## src/rtl/glyr_pkg.sv

```systemverilog
`timescale 1ns / 1ps
`default_nettype none
// ----------------------------------------------------------------------------
// glyr_pkg
// Shared types and constants for the glyph bitmap rasteriser.
// ----------------------------------------------------------------------------
package glyr_pkg;

  localparam int unsigned BitsPerByte = 8;
  localparam int unsigned CoordW      = 8;
  localparam int unsigned ColorW      = 16;
  localparam int unsigned CfgIdxW     = 3;
  localparam int unsigned CfgDataW    = 16;
  localparam int unsigned OutDataW    = 40;

  // rows above the glyph top taken off the line advance: one plus two
  localparam logic [CoordW-1:0] TopRowBias = 8'd3;

  typedef enum logic [CfgIdxW-1:0] {
    CfgOriginX     = 3'd0,
    CfgOriginY     = 3'd1,
    CfgGlyphWidth  = 3'd2,
    CfgGlyphHeight = 3'd3,
    CfgGlyphYOff   = 3'd4,
    CfgLineAdvance = 3'd5,
    CfgScale       = 3'd6,
    CfgPixelColor  = 3'd7
  } cfg_reg_e;

  typedef struct packed {
    logic [CoordW-1:0] origin_x;
    logic [CoordW-1:0] origin_y;
    logic [CoordW-1:0] glyph_width;
    logic [CoordW-1:0] glyph_height;
    logic [CoordW-1:0] glyph_y_offset;
    logic [CoordW-1:0] line_advance;
    logic [CoordW-1:0] scale;
    logic [ColorW-1:0] pixel_color;
  } glyr_cfg_t;

  // per-bit source position of one bitmap byte, bit 0 is the byte's MSB
  typedef struct packed {
    logic [BitsPerByte-1:0]             mask;
    logic [BitsPerByte-1:0][CoordW-1:0] col;
    logic [BitsPerByte-1:0][CoordW-1:0] row;
  } byte_plan_t;

endpackage
`default_nettype wire

```

## src/rtl/glyr_bit_walker.sv

```systemverilog
`timescale 1ns / 1ps
`default_nettype none
// ----------------------------------------------------------------------------
// glyr_bit_walker
// Walks the eight bits of one bitmap byte through the column and row
// counters and records which bits give a square and where.
// ----------------------------------------------------------------------------
module glyr_bit_walker
  import glyr_pkg::*;
(
  input  wire logic                   clk_i,
  input  wire logic                   rst_ni,
  input  wire logic                   accept_i,
  input  wire logic [BitsPerByte-1:0] glyph_bits_i,
  input  wire logic                   glyph_start_i,
  input  wire logic [CoordW-1:0]      glyph_width_i,
  input  wire logic [CoordW-1:0]      glyph_height_i,
  output byte_plan_t                  plan_o
);

  logic [CoordW-1:0] col_q, col_d;
  logic [CoordW-1:0] row_q, row_d;

  always_comb begin
    logic [CoordW-1:0] col;
    logic [CoordW-1:0] row;
    logic              active;
    logic              live;
    col    = glyph_start_i ? '0 : col_q;
    row    = glyph_start_i ? '0 : row_q;
    active = (glyph_width_i != '0) && (glyph_height_i != '0);
    plan_o = '0;
    for (int b = 0; b < BitsPerByte; b++) begin
      live          = active && (row < glyph_height_i);
      plan_o.mask[b] = live && glyph_bits_i[BitsPerByte-1-b];
      plan_o.col[b]  = col;
      plan_o.row[b]  = row;
      if (live) begin
        if (({1'b0, col} + 9'd1) >= {1'b0, glyph_width_i}) begin
          col = '0;
          row = row + 8'd1;
        end else begin
          col = col + 8'd1;
        end
      end
    end
    col_d = col;
    row_d = row;
  end

  always_ff @(posedge clk_i or negedge rst_ni) begin
    if (!rst_ni) begin
      col_q <= '0;
      row_q <= '0;
    end else if (accept_i) begin
      col_q <= col_d;
      row_q <= row_d;
    end
  end

endmodule
`default_nettype wire

```

## src/rtl/glyr_square_emitter.sv

```systemverilog
`timescale 1ns / 1ps
`default_nettype none
// ----------------------------------------------------------------------------
// glyr_square_emitter
// Holds the plan of one byte and sends its squares one beat per cycle while
// the output is not stalled, scaling the source position into screen coordinates.
// ----------------------------------------------------------------------------
module glyr_square_emitter
  import glyr_pkg::*;
(
  input  wire logic                clk_i,
  input  wire logic                rst_ni,
  input  wire logic                load_i,
  input  byte_plan_t               plan_i,
  input  glyr_cfg_t                cfg_i,
  output logic                     can_load_o,
  output logic                     m_axis_tvalid,
  input  wire logic                m_axis_tready,
  // [7:0] square_x, [15:8] square_y, [23:16] square_size, [39:24] square_color
  output logic [OutDataW-1:0]      m_axis_tdata,
  output logic                     m_axis_tlast
);

  logic [BitsPerByte-1:0]             mask_q, mask_d;
  logic [BitsPerByte-1:0][CoordW-1:0] col_q;
  logic [BitsPerByte-1:0][CoordW-1:0] row_q;

  logic                   out_valid_q;
  logic [OutDataW-1:0]    out_data_q, out_data_d;
  logic                   out_last_q;

  logic [BitsPerByte-1:0] pick;
  logic [BitsPerByte-1:0] rest;
  logic [CoordW-1:0]      sel_col, sel_row;
  logic [CoordW-1:0]      y_base, y_steps;
  logic [2*CoordW-1:0]    prod_x, prod_y;
  logic [CoordW-1:0]      sq_x, sq_y;
  logic                   advance;

  always_comb begin
    logic found;
    found   = 1'b0;
    pick    = '0;
    sel_col = '0;
    sel_row = '0;
    for (int b = 0; b < BitsPerByte; b++) begin
      if (mask_q[b] && !found) begin
        found   = 1'b1;
        pick[b] = 1'b1;
        sel_col = col_q[b];
        sel_row = row_q[b];
      end
    end
  end

  assign rest    = mask_q & ~pick;
  assign advance = (mask_q != '0) && (!out_valid_q || m_axis_tready);
  assign can_load_o = (mask_q == '0) || (advance && (rest == '0));

  // y = origin_y + scale * (line_advance - 3 + y_offset + row), modulo 256
  assign y_base  = cfg_i.line_advance - TopRowBias + cfg_i.glyph_y_offset;
  assign y_steps = y_base + sel_row;
  assign prod_x  = {{CoordW{1'b0}}, cfg_i.scale} * {{CoordW{1'b0}}, sel_col};
  assign prod_y  = {{CoordW{1'b0}}, cfg_i.scale} * {{CoordW{1'b0}}, y_steps};
  assign sq_x    = cfg_i.origin_x + prod_x[CoordW-1:0];
  assign sq_y    = cfg_i.origin_y + prod_y[CoordW-1:0];

  assign out_data_d = {cfg_i.pixel_color, cfg_i.scale, sq_y, sq_x};

  always_comb begin
    mask_d = mask_q;
    if (load_i) begin
      mask_d = plan_i.mask;
    end else if (advance) begin
      mask_d = rest;
    end
  end

  always_ff @(posedge clk_i or negedge rst_ni) begin
    if (!rst_ni) begin
      mask_q      <= '0;
      out_valid_q <= 1'b0;
    end else begin
      mask_q <= mask_d;
      if (advance) begin
        out_valid_q <= 1'b1;
      end else if (m_axis_tready) begin
        out_valid_q <= 1'b0;
      end
    end
  end

  always_ff @(posedge clk_i) begin
    if (load_i) begin
      col_q <= plan_i.col;
      row_q <= plan_i.row;
    end
    if (advance) begin
      out_data_q <= out_data_d;
      out_last_q <= (rest == '0);
    end
  end

  assign m_axis_tvalid = out_valid_q;
  assign m_axis_tdata  = out_data_q;
  assign m_axis_tlast  = out_last_q;

  a_load_when_free: assert property (@(posedge clk_i) disable iff (!rst_ni)
    load_i |-> ((mask_q == '0) || (advance && (rest == '0))))
    else $error("plan loaded over pending squares");

  a_advance_fills_out: assert property (@(posedge clk_i) disable iff (!rst_ni)
    advance |=> out_valid_q)
    else $error("square lost on the way to the output register");

  a_one_square_per_beat: assert property (@(posedge clk_i) disable iff (!rst_ni)
    (advance && !load_i) |=>
      ($countones(mask_q) + 1 == $countones($past(mask_q))))
    else $error("buffer did not drop exactly one square");

  a_last_empties: assert property (@(posedge clk_i) disable iff (!rst_ni)
    (advance && (rest == '0) && !load_i) |=> (mask_q == '0))
    else $error("squares left after last of byte");

endmodule
`default_nettype wire

```

## src/rtl/glyph_bitmap_rasterizer_core.sv

```systemverilog
`timescale 1ns / 1ps
`default_nettype none
// ----------------------------------------------------------------------------
// glyph_bitmap_rasterizer_core
// Expands packed 1-bit glyph bitmap bytes into scaled pixel squares.
//
//   channel  dir  beat                                   accepted when
//   s_axis   in   tdata[7:0] bitmap byte, tuser start    tvalid & tready
//   m_axis   out  tdata x/y/size/colour, tlast last sq.  tvalid & tready
//   cfg      in   index 0..7, data (8 or 16 bits used)   cfg_valid_i & cfg_ready_o
//
// One square per cycle while m_axis is not stalled; a byte holds the emitter
// until its last square (of at most 8) leaves, a byte with none leaves it free.
// The next byte is taken in the cycle its predecessor's last square leaves
// the buffer. Output is a registered stage; a stall holds the beat and
// back-pressures s_axis once the byte buffer is full. Reset clears the
// counters, buffer and output valid; registers reset to 0, scale to 1.
// ----------------------------------------------------------------------------
module glyph_bitmap_rasterizer_core
  import glyr_pkg::*;
(
  input  wire logic                clk_i,
  input  wire logic                rst_ni,

  input  wire logic                s_axis_tvalid,
  output logic                     s_axis_tready,
  // [7:0] glyph_bits
  input  wire logic [BitsPerByte-1:0] s_axis_tdata,
  // [0] glyph_start
  input  wire logic                s_axis_tuser,

  output logic                     m_axis_tvalid,
  input  wire logic                m_axis_tready,
  // [7:0] square_x, [15:8] square_y, [23:16] square_size, [39:24] square_color
  output logic [OutDataW-1:0]      m_axis_tdata,
  output logic                     m_axis_tlast,

  input  wire logic                cfg_valid_i,
  output logic                     cfg_ready_o,
  input  wire logic [CfgIdxW-1:0]  cfg_index_i,
  input  wire logic [CfgDataW-1:0] cfg_data_i
);

  glyr_cfg_t  cfg_q;
  byte_plan_t plan;
  logic       can_load;
  logic       accept;
  cfg_reg_e   cfg_sel;

  assign cfg_ready_o   = 1'b1;
  assign cfg_sel       = cfg_reg_e'(cfg_index_i);
  assign s_axis_tready = can_load;
  assign accept        = s_axis_tvalid && can_load;

  always_ff @(posedge clk_i or negedge rst_ni) begin
    if (!rst_ni) begin
      cfg_q <= '{scale: 8'd1, default: '0};
    end else if (cfg_valid_i) begin
      unique case (cfg_sel)
        CfgOriginX:     cfg_q.origin_x       <= cfg_data_i[CoordW-1:0];
        CfgOriginY:     cfg_q.origin_y       <= cfg_data_i[CoordW-1:0];
        CfgGlyphWidth:  cfg_q.glyph_width    <= cfg_data_i[CoordW-1:0];
        CfgGlyphHeight: cfg_q.glyph_height   <= cfg_data_i[CoordW-1:0];
        CfgGlyphYOff:   cfg_q.glyph_y_offset <= cfg_data_i[CoordW-1:0];
        CfgLineAdvance: cfg_q.line_advance   <= cfg_data_i[CoordW-1:0];
        CfgScale:       cfg_q.scale          <= cfg_data_i[CoordW-1:0];
        CfgPixelColor:  cfg_q.pixel_color    <= cfg_data_i[ColorW-1:0];
        default:        cfg_q.pixel_color    <= cfg_q.pixel_color;
      endcase
    end
  end

  glyr_bit_walker u_walker (
    .clk_i          (clk_i),
    .rst_ni         (rst_ni),
    .accept_i       (accept),
    .glyph_bits_i   (s_axis_tdata),
    .glyph_start_i  (s_axis_tuser),
    .glyph_width_i  (cfg_q.glyph_width),
    .glyph_height_i (cfg_q.glyph_height),
    .plan_o         (plan)
  );

  glyr_square_emitter u_emitter (
    .clk_i         (clk_i),
    .rst_ni        (rst_ni),
    .load_i        (accept),
    .plan_i        (plan),
    .cfg_i         (cfg_q),
    .can_load_o    (can_load),
    .m_axis_tvalid (m_axis_tvalid),
    .m_axis_tready (m_axis_tready),
    .m_axis_tdata  (m_axis_tdata),
    .m_axis_tlast  (m_axis_tlast)
  );

endmodule
`default_nettype wire

```

## config.mk

```make
export PLATFORM = sky130hd
export DESIGN_NAME = glyph_bitmap_rasterizer_core
export DESIGN_NICKNAME = d
export VERILOG_FILES = /design/src/rtl/glyr_pkg.sv /design/src/rtl/glyr_bit_walker.sv /design/src/rtl/glyr_square_emitter.sv /design/src/rtl/glyph_bitmap_rasterizer_core.sv
export SDC_FILE = /design/constraint.sdc
export NUM_CORES = 1
export LEC_CHECK = 0
export BUFFER_PORTS_ARGS = -buffer_cell sky130_fd_sc_hd__buf_4
export CAP_MARGIN = 20
export CORE_MARGIN = 10
export CORE_UTILIZATION = 25
export CTS_BUF_LIST = sky130_fd_sc_hd__clkbuf_4 sky130_fd_sc_hd__clkbuf_8
export DETAILED_ROUTE_END_ITERATION = 6
export GPL_TIMING_DRIVEN = 0
export SETUP_SLACK_MARGIN = 0.1
export SYNTH_ARGS = -nofsm -noshare
export SYNTH_HDL_FRONTEND = slang
export SYNTH_SLANG_ARGS = --single-unit
```

## constraint.sdc

```tcl
create_clock -name clk_i -period 27.7 [get_ports clk_i]
set_clock_uncertainty 0.2 [all_clocks]
set_input_delay 4.155 -clock clk_i [delete_from_list [all_inputs] [get_ports clk_i]]
set_output_delay 4.155 -clock clk_i [all_outputs]
set_load 0.02 [all_outputs]
```

==> key figures, run 1 <==
Synth
  • Mapped Avg Cell Area: 9.92 µm²
  • Post-synthesis sequential area ratio: 36.2%
  • Syn. warnings: 0
  • Mapped Area: 20,700 µm²
  • Post-synthesis register bit count: 266
  • Synth unique cells: 123
  • Ys flop type: edfxtp_1
  • Synth top area cells: edfxtp_1, dfrtp_1, ha_1, fa_1, xnor2_1
  • Post-Synthesis Cells: 2,087
  • Cell taking the most area after synthesis: edfxtp_1
  • Post-synthesis async set-or-reset flop share: 36.5%
  • Most frequent cell after synthesis: ha_1
  • Area share of the largest cell type after synthesis: 24.5%
  • Post-synth EDFFs: 169
  • Post-synth top cells: ha_1, nand2_1, inv_1
  • Syn Nets: between 2,000 and 2,500

STA
  • Final Critical Period: 26,440 ps
  • FMAX: ~0.038 GHz
  • TNS Setup: 0 ps
  • RSZ-0062 raised after global routing: false
  • Pins over their slew limit: 0
  • Final period utilization: 95.4%
  • Worst slew margin: 19.2%
  • Worst-margin pin slew: 1200 ps
  • Count of final setup violators: 0
  • Final hold viol count: 0

Worst setup path
  • Worst path required time: 27,990 ps
  • Slowest CP cell: or4_4
  • WP buf/inv: 15
  • CP Max Fanout: 12
  • Crit-path most repeated cell: ha_1
  • Largest delay share family, worst path: simple AND/OR/NAND/NOR gates
  • Crit Path Category: primary input to flop
  • Max incr delay on CP: 550 ps
  • Crit start category: primary input
  • Crit path DAT: 26,730 ps
  • Critical path endpoint category: flop

Drt
  • Via/cell ratio: 5.08
  • Wire length on met3: 4000 µm
  • Post-DRT Antenna Nets: 0
  • Detailed Routing Iterations Pass 1: 5
  • Routed Wire Length: 66,800 µm
  • Average routed wire per standard cell: around 20 µm
  • DR top layer: met5
  • # DRC: 0
  • DR iter-0 viols: 1,288
  • Met2 wire length: 31,300 µm
  • Met1 Wirelength: 29,200 µm
  • Via count: 17,075

CTS
  • CTS clock-pin slew for the worst setup and hold paths: 60 ps
  • H-tree levels: 2
  • Maximum clock path buffer count: 3
  • CTS Root Cell: clkbuf_8
  • Number of CTS-inserted buffers: 48
  • Worst-skew pair later-pin latency: 640 ps
  • Clock sinks: 266
  • CTS tree: done

Floorplanning
  • Starting Density: 25.2%
  • Die Ht: 308 µm
  • Die X: 308 µm
  • Area of the core: 82,100 µm²
  • Ports: 77
  • Total Die Area: 94,700 µm²
  • Row count: 105

Placed design
  • Final Wtd Congestion: slightly below 0.9
  • # port buffers: 71
  • Post-DP Area: 22,700 µm²
  • HPWL after detailed placement: 49,700 µm
  • Placed cell count: 3,235

Run status
  • Status: finished, final reports clean

GRT
  • First-pass GRT wire length: slightly above 100,000 µm
  • Pin count of the biggest net entering global routing: 60
  • Initial antenna violation count: 4
  • GRT Residual Overflow: 0
  • All-layer global routing usage: between 10% and 20%
  • Vias in the first global route: 16,666

Cells and area
  • Synth-to-Final Area Change: 18.9%
  • Final core occ: 30.0%
  • Post-route non-filler standard cell count: 3,361
  • Final std cell area, no fill: 24,600 µm²
  • Nets: 2,509
  • Share of cells above drive strength 1: between 10% and 20%

Hold path
  • Worst Hold Class: flop to flop

Job
  • Max-Cap Viols: 0
-- what timing repair did --
| action | in CTS | in global routing |
|---|---|---|
| hold buffers | 0 | 0 |
| gates resized for setup | 54 | 77 |
| pin swaps | 5 | 10 |
| setup buffers | 10 | 25 |
| endpoints found under the setup margin | 34 | 17 |
| cloned | 0 | 1 |
-- state kept, by name, summed over array words and instances, names as in the netlist --
register	cells
u_walker.col_q	8
u_emitter.m_axis_tlast	1
u_walker.row_q	8
u_emitter.mask_q	8
u_emitter.m_axis_tvalid	1
u_emitter.m_axis_tdata	40
cfg_q	72
u_emitter.col_q	64
u_emitter.row_q	64
-- layer usage --
metal  track usage (%)  vias up
met3              1.90      119
met5                 0        -
met1              18.0     8375
li1                  -     7985
met2              22.6      594
met4              5.28        2
-- final timing paths --
| path | startpoint | to | slack, ps | cells after the start |
|---|---|---|---|---|
| max in group asynchronous | rst_ni | cfg_q[16]$_DFFE_PN1P_ | 23180 | 2 |
| worst max-delay path | s_axis_tuser | u_walker.row_q[5]$_DFFE_PN0P_ | 1260 | 98 |
| worst min register to register | cfg_q[15]$_DFFE_PN0P_ | u_emitter.m_axis_tdata[39]$_DFFE_PP_ | 240 | 0 |
| worst min-delay path | cfg_q[15]$_DFFE_PN0P_ | u_emitter.m_axis_tdata[39]$_DFFE_PP_ | 240 | 0 |
| worst max register to register | u_walker.col_q[1]$_DFFE_PN0P_ | u_walker.row_q[5]$_DFFE_PN0P_ | 4590 | 96 |
| min in group asynchronous | rst_ni | cfg_q[13]$_DFFE_PN0P_ | 3360 | 1 |
-- cells by family after synthesis --
group                    synth area share [%]
XOR/XNOR                                 5.38
flip-flops                               36.2
AND/OR/NAND/NOR                          16.3
other                                  0.0181
buffers and inverters                    5.17
multiplexers                             3.91
AO/OA/AOI/OAI                            17.6
adder cells (fa/ha/maj)                  15.4
-- final cells by class --
class,instances,area [µm²]
buffer,79,410
clock buffer,68,842
multi-input combinational,1557,12700
tap,1070,1340
fill,8482,57500
antenna,3,7.51
inverter,183,688
timing repair buffer,114,940
sequential,266,7500
clock inverter,21,208
-- cells in the final DEF (no fill, tap or decap), types with 17 or more instances in the layout --
cell type	instances
nor2_1	116
nand2_1	181
o21ai_0	86
nand3_1	51
and3_1	20
clkbuf_8	53
dfrtp_1	96
fa_1	43
mux2_2	61
and2_1	30
a21o_1	35
nand4_1	27
nand2b_1	28
nor3_1	33
a21oi_1	61
a221oi_1	23
xnor2_1	89
ha_1	178
xor2_1	20
clkbuf_4	18
nor2b_1	44
a31oi_1	27
buf_4	112
edfxtp_1	169
clkbuf_1	45
a22oi_1	29
and4_1	17
inv_1	169
-- stage by stage --
step	hold WS, ps	setup WS (ps)
after floorplan	219	2640
after global placement	222	-4860
after detailed placement	227	-4070
after CTS	240	130
after global routing	260	103
final	239	1260
Power of run 1 is not shown: default switching activity piles up to over one toggle a cycle in this logic, so the estimate is an artifact.
==> run 2, diff against run 1 <==
- CORE_ASPECT_RATIO: not set -> 1.2
==> key figures, run 2 (same netlist as run 1, synthesis figures left out) <==
Run status
  • Status: finished, final reports clean

STA
  • Final hold viol count: 0
  • Pins over their slew limit: 0
  • Final Critical Period: 26,240 ps
  • Final period utilization: a little over nine tenths
  • Count of final setup violators: 0
  • Worst-margin pin slew: 1060 ps
  • Worst slew margin: 29.0%
  • RSZ-0062 raised after global routing: false
  • FMAX: 0.0381 GHz

Cells and area
  • Nets: 2,505
  • Max reg flops: 72
  • Filler instances: 8,541
  • Post-route non-filler standard cell count: roughly 3,300
  • Most frequent cells in the layout: nand2_1, ha_1, inv_1
  • Synth-to-Final Area Change: 18.5%
  • Share of cells above drive strength 1: 19.6%
  • Largest reg by FF count: cfg_q
  • Top Registers: cfg_q x72, u_emitter.col_q x64, u_emitter.row_q x64

GRT
  • Vias in the first global route: 16,845
  • GRT Residual Overflow: 0
  • Initial antenna violation count: 1
  • Pin count of the biggest net entering global routing: 65
  • First-pass GRT wire length: 98,900 µm
  • All-layer global routing usage: between 10% and 20%

Worst setup path
  • Slowest CP cell: or4_4
  • Worst R2R Setup Slack: roughly 4900 ps
  • Critical path endpoint category: flop
  • CP Max Fanout: 12
  • Crit-path most repeated cell: ha_1
  • Max incr delay on CP: 560 ps
  • Worst path required time: 27,970 ps
  • Crit start category: primary input
  • Crit path DAT: 26,520 ps
  • Crit Path Category: primary input to flop

Drt
  • # DRC: 0
  • DR iter-0 viols: between 1,000 and 1,500
  • Detailed Routing Iterations Pass 1: 7
  • Average routed wire per standard cell: 19.4 µm
  • Via count: 16,878
  • Routed Wire Length: 64,600 µm
  • Via/cell ratio: 5.06
  • Post-DRT Antenna Nets: 0

Floorplanning
  • Total Die Area: around 95,000 µm²
  • Die X: 283 µm
  • Starting Density: 25.2%
  • Die Ht: ~340 µm
  • Area of the core: 82,000 µm²
  • Row count: 115
  • Ports: between 70 and 80

Placed design
  • Final Wtd Congestion: 0.927
  • Placed cell count: 3,216
  • # port buffers: 71
  • HPWL after detailed placement: about 49,000 µm

CTS
  • Maximum clock path buffer count: 3
  • CTS clock-pin slew for the worst setup and hold paths: around 70 ps
  • Clock sinks: approximately 270
  • Worst-skew pair later-pin latency: 600 ps
  • # hold bufs at CTS: 0
  • CTS Root Cell: clkbuf_8
  • CTS tree: done
  • H-tree levels: 2
  • Number of CTS-inserted buffers: 47

Hold path
  • Worst Hold Class: flop to flop

Job
  • Max-Cap Viols: 0
==> run 2: cell types whose count changed in the layout (fill, tap and decap cells not counted), moves of 3 or more <==
| cell | change |
|---|---|
| buf_4 | -4 |
| buf_12 | +3 |
| ha_2 | -3 |
| clkbuf_8 | -3 |
| clkbuf_4 | +3 |
==> run 2: critical path: cells and delay by family <==
| kind | cells | cell delay, ps |
|---|---|---|
| fa+ha+maj | 10 | 2950 |
| mux | 2 | 520 |
| simple gates | 35 | 7770 |
| xor+xnor | 5 | 1170 |
| compound gates | 34 | 6990 |
| buf+inv | 16 | 2900 |
==> run 2: area by class of cell <==
class | count | area [µm²] | share of cell area, %
multi-input combinational | 1557 | 12700 | 51.8
inverter | 183 | 688 | 2.81
buffer | 79 | 414 | 1.69
clock buffer | 68 | 823 | 3.36
timing repair buffer | 111 | 935 | 3.81
clock inverter | 17 | 144 | 0.587
sequential | 266 | 7500 | 30.6
antenna | 1 | 2.50 | 0.0102
tap | 1053 | 1320 | 5.37
==> run 2: metal layers <==
metal	global-route usage, %	part of all wire (%)	vias up
li1	-	-	7968
met1	16.5	42	8227
met2	22.6	48	535
met3	1.68	5.4	146
met4	6.30	4.7	2
met5	0	0.022	-
==> run 2: path summary, 6_finish.rpt <==
| check | startpoint | end | depth (start not counted) |
|---|---|---|---|
| min in group asynchronous | rst_ni | cfg_q[7]$_DFFE_PN0P_ | 1 |
| hold reg to reg | cfg_q[13]$_DFFE_PN0P_ | u_emitter.m_axis_tdata[37]$_DFFE_PP_ | 0 |
| setup / recovery | s_axis_tuser | u_walker.row_q[5]$_DFFE_PN0P_ | 102 |
| max in group asynchronous | rst_ni | u_walker.row_q[0]$_DFFE_PN0P_ | 2 |
| setup reg to reg | u_walker.col_q[0]$_DFFE_PN0P_ | u_walker.row_q[5]$_DFFE_PN0P_ | 115 |
| hold / removal | cfg_q[13]$_DFFE_PN0P_ | u_emitter.m_axis_tdata[37]$_DFFE_PP_ | 0 |
==> run 2: what timing repair did <==
item,4_1_cts,5_1_grt
resized for setup,47,85
setup buffers,13,20
cloned,0,1
endpoints found under the setup margin,34,17
pin swaps,8,9
==> run 2: per-stage QoR <==
stage	setup TNS, ps	hold WS [ps]	worst slack [ps]	area, µm²	utilization, %
after floorplan	0	219	2640	20700	-
after global placement	-161640	224	-6120	22600	27.5
after CTS	0	241	107	24000	29.3
final	0	235	1460	24500	29.9
after global routing	0	244	252	24500	29.9
after detailed placement	-119040	227	-4990	22700	27.6
Power of run 2 is left out for the same reason.
==> run 3, diff against run 2 <==
- REMOVE_ABC_BUFFERS: not set -> 1
- SETUP_SLACK_MARGIN: 0.1 -> 0.3
==> key figures, run 3 (same netlist as run 1, synthesis figures left out) <==
Placed design
  • Post-DP Area: between 20,000 and 25,000 µm²
  • HPWL after detailed placement: 46,900 µm
  • Final Wtd Congestion: 0.897
  • # port buffers: 75

CTS
  • CTS clock-pin slew for the worst setup and hold paths: 60 ps
  • Number of CTS-inserted buffers: 45
  • CTS Root Cell: clkbuf_8
  • # hold bufs at CTS: 0
  • Clock sinks: 266
  • CTS tree: done
  • Worst-skew pair later-pin latency: 630 ps
  • H-tree levels: 2
  • Maximum clock path buffer count: 3

Drt
  • Routed Wire Length: 62,400 µm
  • Average routed wire per standard cell: between 15 and 20 µm
  • Detailed Routing Iterations Pass 1: 6
  • Post-DRT Antenna Nets: 0
  • Via count: 16,637
  • Via/cell ratio: 5.09
  • # DRC: 0
  • DR iter-0 viols: 1,112

Worst setup path
  • CP Max Fanout: 21
  • Crit start category: primary input
  • WP buf/inv: 12
  • Logic depth of the worst setup path including buffers: 108
  • R2R Path End: u_walker.row_q[5]$_DFFE_PN0P_
  • Worst path required time: 28,000 ps
  • Critical path endpoint category: flop
  • Worst R2R Setup Slack: 5000 ps
  • Reg2reg path depth: 102
  • R2r startpoint: u_walker.row_q[5]$_DFFE_PN0P_
  • Worst setup startpoint: s_axis_tuser
  • Max incr delay on CP: between 500 and 600 ps
  • Largest delay share family, worst path: compound AO/OA/AOI/OAI gates
  • Crit Path Category: primary input to flop
  • Critical path destination: u_walker.row_q[5]$_DFFE_PN0P_
  • Crit path DAT: 26,440 ps
  • Slowest CP cell: xor2_1
  • Crit-path most repeated cell: ha_1

Cells and area
  • Max reg flops: 72
  • Most frequent cells in the layout: ha_1, nand2_1, inv_1
  • Synth-to-Final Area Change: 16.7%
  • Final std cell area, no fill: 24,100 µm²
  • Filler instances: roughly 8,600
  • Commonest non-fill, non-tap cell in the layout: ha_1
  • Top Registers: cfg_q x72, u_emitter.col_q x64, u_emitter.row_q x64
  • Nets: about 2,400
  • Share of cells above drive strength 1: between 10% and 20%
  • Largest reg by FF count: cfg_q

STA
  • Worst slew margin: 26.2%
  • Final hold viol count: 0
  • Pins over their slew limit: 0
  • Worst-margin pin slew: 1100 ps
  • RSZ-0062 raised after global routing: false
  • Final Critical Period: 26,130 ps
  • Final period utilization: 94.3%
  • Count of final setup violators: 0
  • FMAX: 0.0383 GHz
  • TNS Setup: 0 ps

GRT
  • GRT Residual Overflow: 0
  • Initial antenna violation count: 0
  • All-layer global routing usage: 12.8%
  • Pin count of the biggest net entering global routing: 96
  • First-pass GRT wire length: approximately 95,000 µm
  • Vias in the first global route: ~16,000

Floorplanning
  • Starting Density: between 20% and 30%
  • Die X: 283 µm
  • Area of the core: 82,000 µm²
  • Ports: 77
  • Die Ht: 335 µm
  • Row count: 115
  • Total Die Area: 94,800 µm²

Hold path
  • Worst Hold Class: flop to flop

Run status
  • Status: finished, final reports clean

Job
  • Max-Cap Viols: 0
## run 3: layer usage
layer  up-vias  wire (µm)  track usage [%]
li1       7838          -                -
met1      8174      25900             15.3
met2       467      30500             22.4
met3       158       2970             1.60
met4         0       2960             5.86
met5         -          0                0
## run 3: timing repair
action                                  in CTS  in global routing
pin swaps                                    3                  9
endpoints found under the hold margin        0                  0
resized for setup                           29                 55
endpoints found under the setup margin      34                 17
buffers inserted                            13                 23
cloned                                       1                  0
## run 3: worst reg2reg max path: cells and delay by family (launching register included)
| family | cells | cell delay (ps) |
|---|---|---|
| xor+xnor | 3 | 1030 |
| buf+inv | 10 | 1780 |
| fa+ha+maj | 12 | 3670 |
| flops | 1 | 410 |
| mux | 2 | 630 |
| compound gates | 40 | 8530 |
| simple gates | 35 | 6370 |
## run 3: worst min-delay path by stage
stage	start	to	cells after the start	slack [ps]
6_report	cfg_q[0]$_DFFE_PN0P_	u_emitter.m_axis_tdata[24]$_DFFE_PP_	0	240
3_5_place_dp	cfg_q[11]$_DFFE_PN0P_	u_emitter.m_axis_tdata[35]$_DFFE_PP_	0	230
3_3_place_gp	cfg_q[8]$_DFFE_PN0P_	u_emitter.m_axis_tdata[32]$_DFFE_PP_	0	220
4_1_cts	cfg_q[8]$_DFFE_PN0P_	u_emitter.m_axis_tdata[32]$_DFFE_PP_	0	230
5_1_grt	cfg_q[15]$_DFFE_PN0P_	u_emitter.m_axis_tdata[39]$_DFFE_PP_	0	250
2_1_floorplan	cfg_q[0]$_DFFE_PN0P_	u_emitter.m_axis_tdata[24]$_DFFE_PP_	0	220
## run 3: stage by stage
step	instances	util (%)	hold slack, ps	worst slack, ps
after floorplan	2006	-	219	1780
after detailed placement	3148	27.4	229	-3850
after global placement	3134	27.1	223	-7080
after CTS	3246	28.9	233	354
final	3271	29.4	241	1570
after global routing	3269	29.4	248	257
## run 3: final cells by class
type | instances | area [µm²] | area share (%)
Antenna cell | 2 | 5.00 | 0.0207
Inverter | 183 | 693 | 2.87
Clock buffer | 65 | 801 | 3.32
Sequential cell | 266 | 7500 | 31.1
Tap cell | 1053 | 1320 | 5.46
Clock inverter | 19 | 200 | 0.829
Multi-Input combinational cell | 1558 | 12600 | 52.1
Timing Repair Buffer | 125 | 1040 | 4.29
Power of run 3 is left out for the same reason.
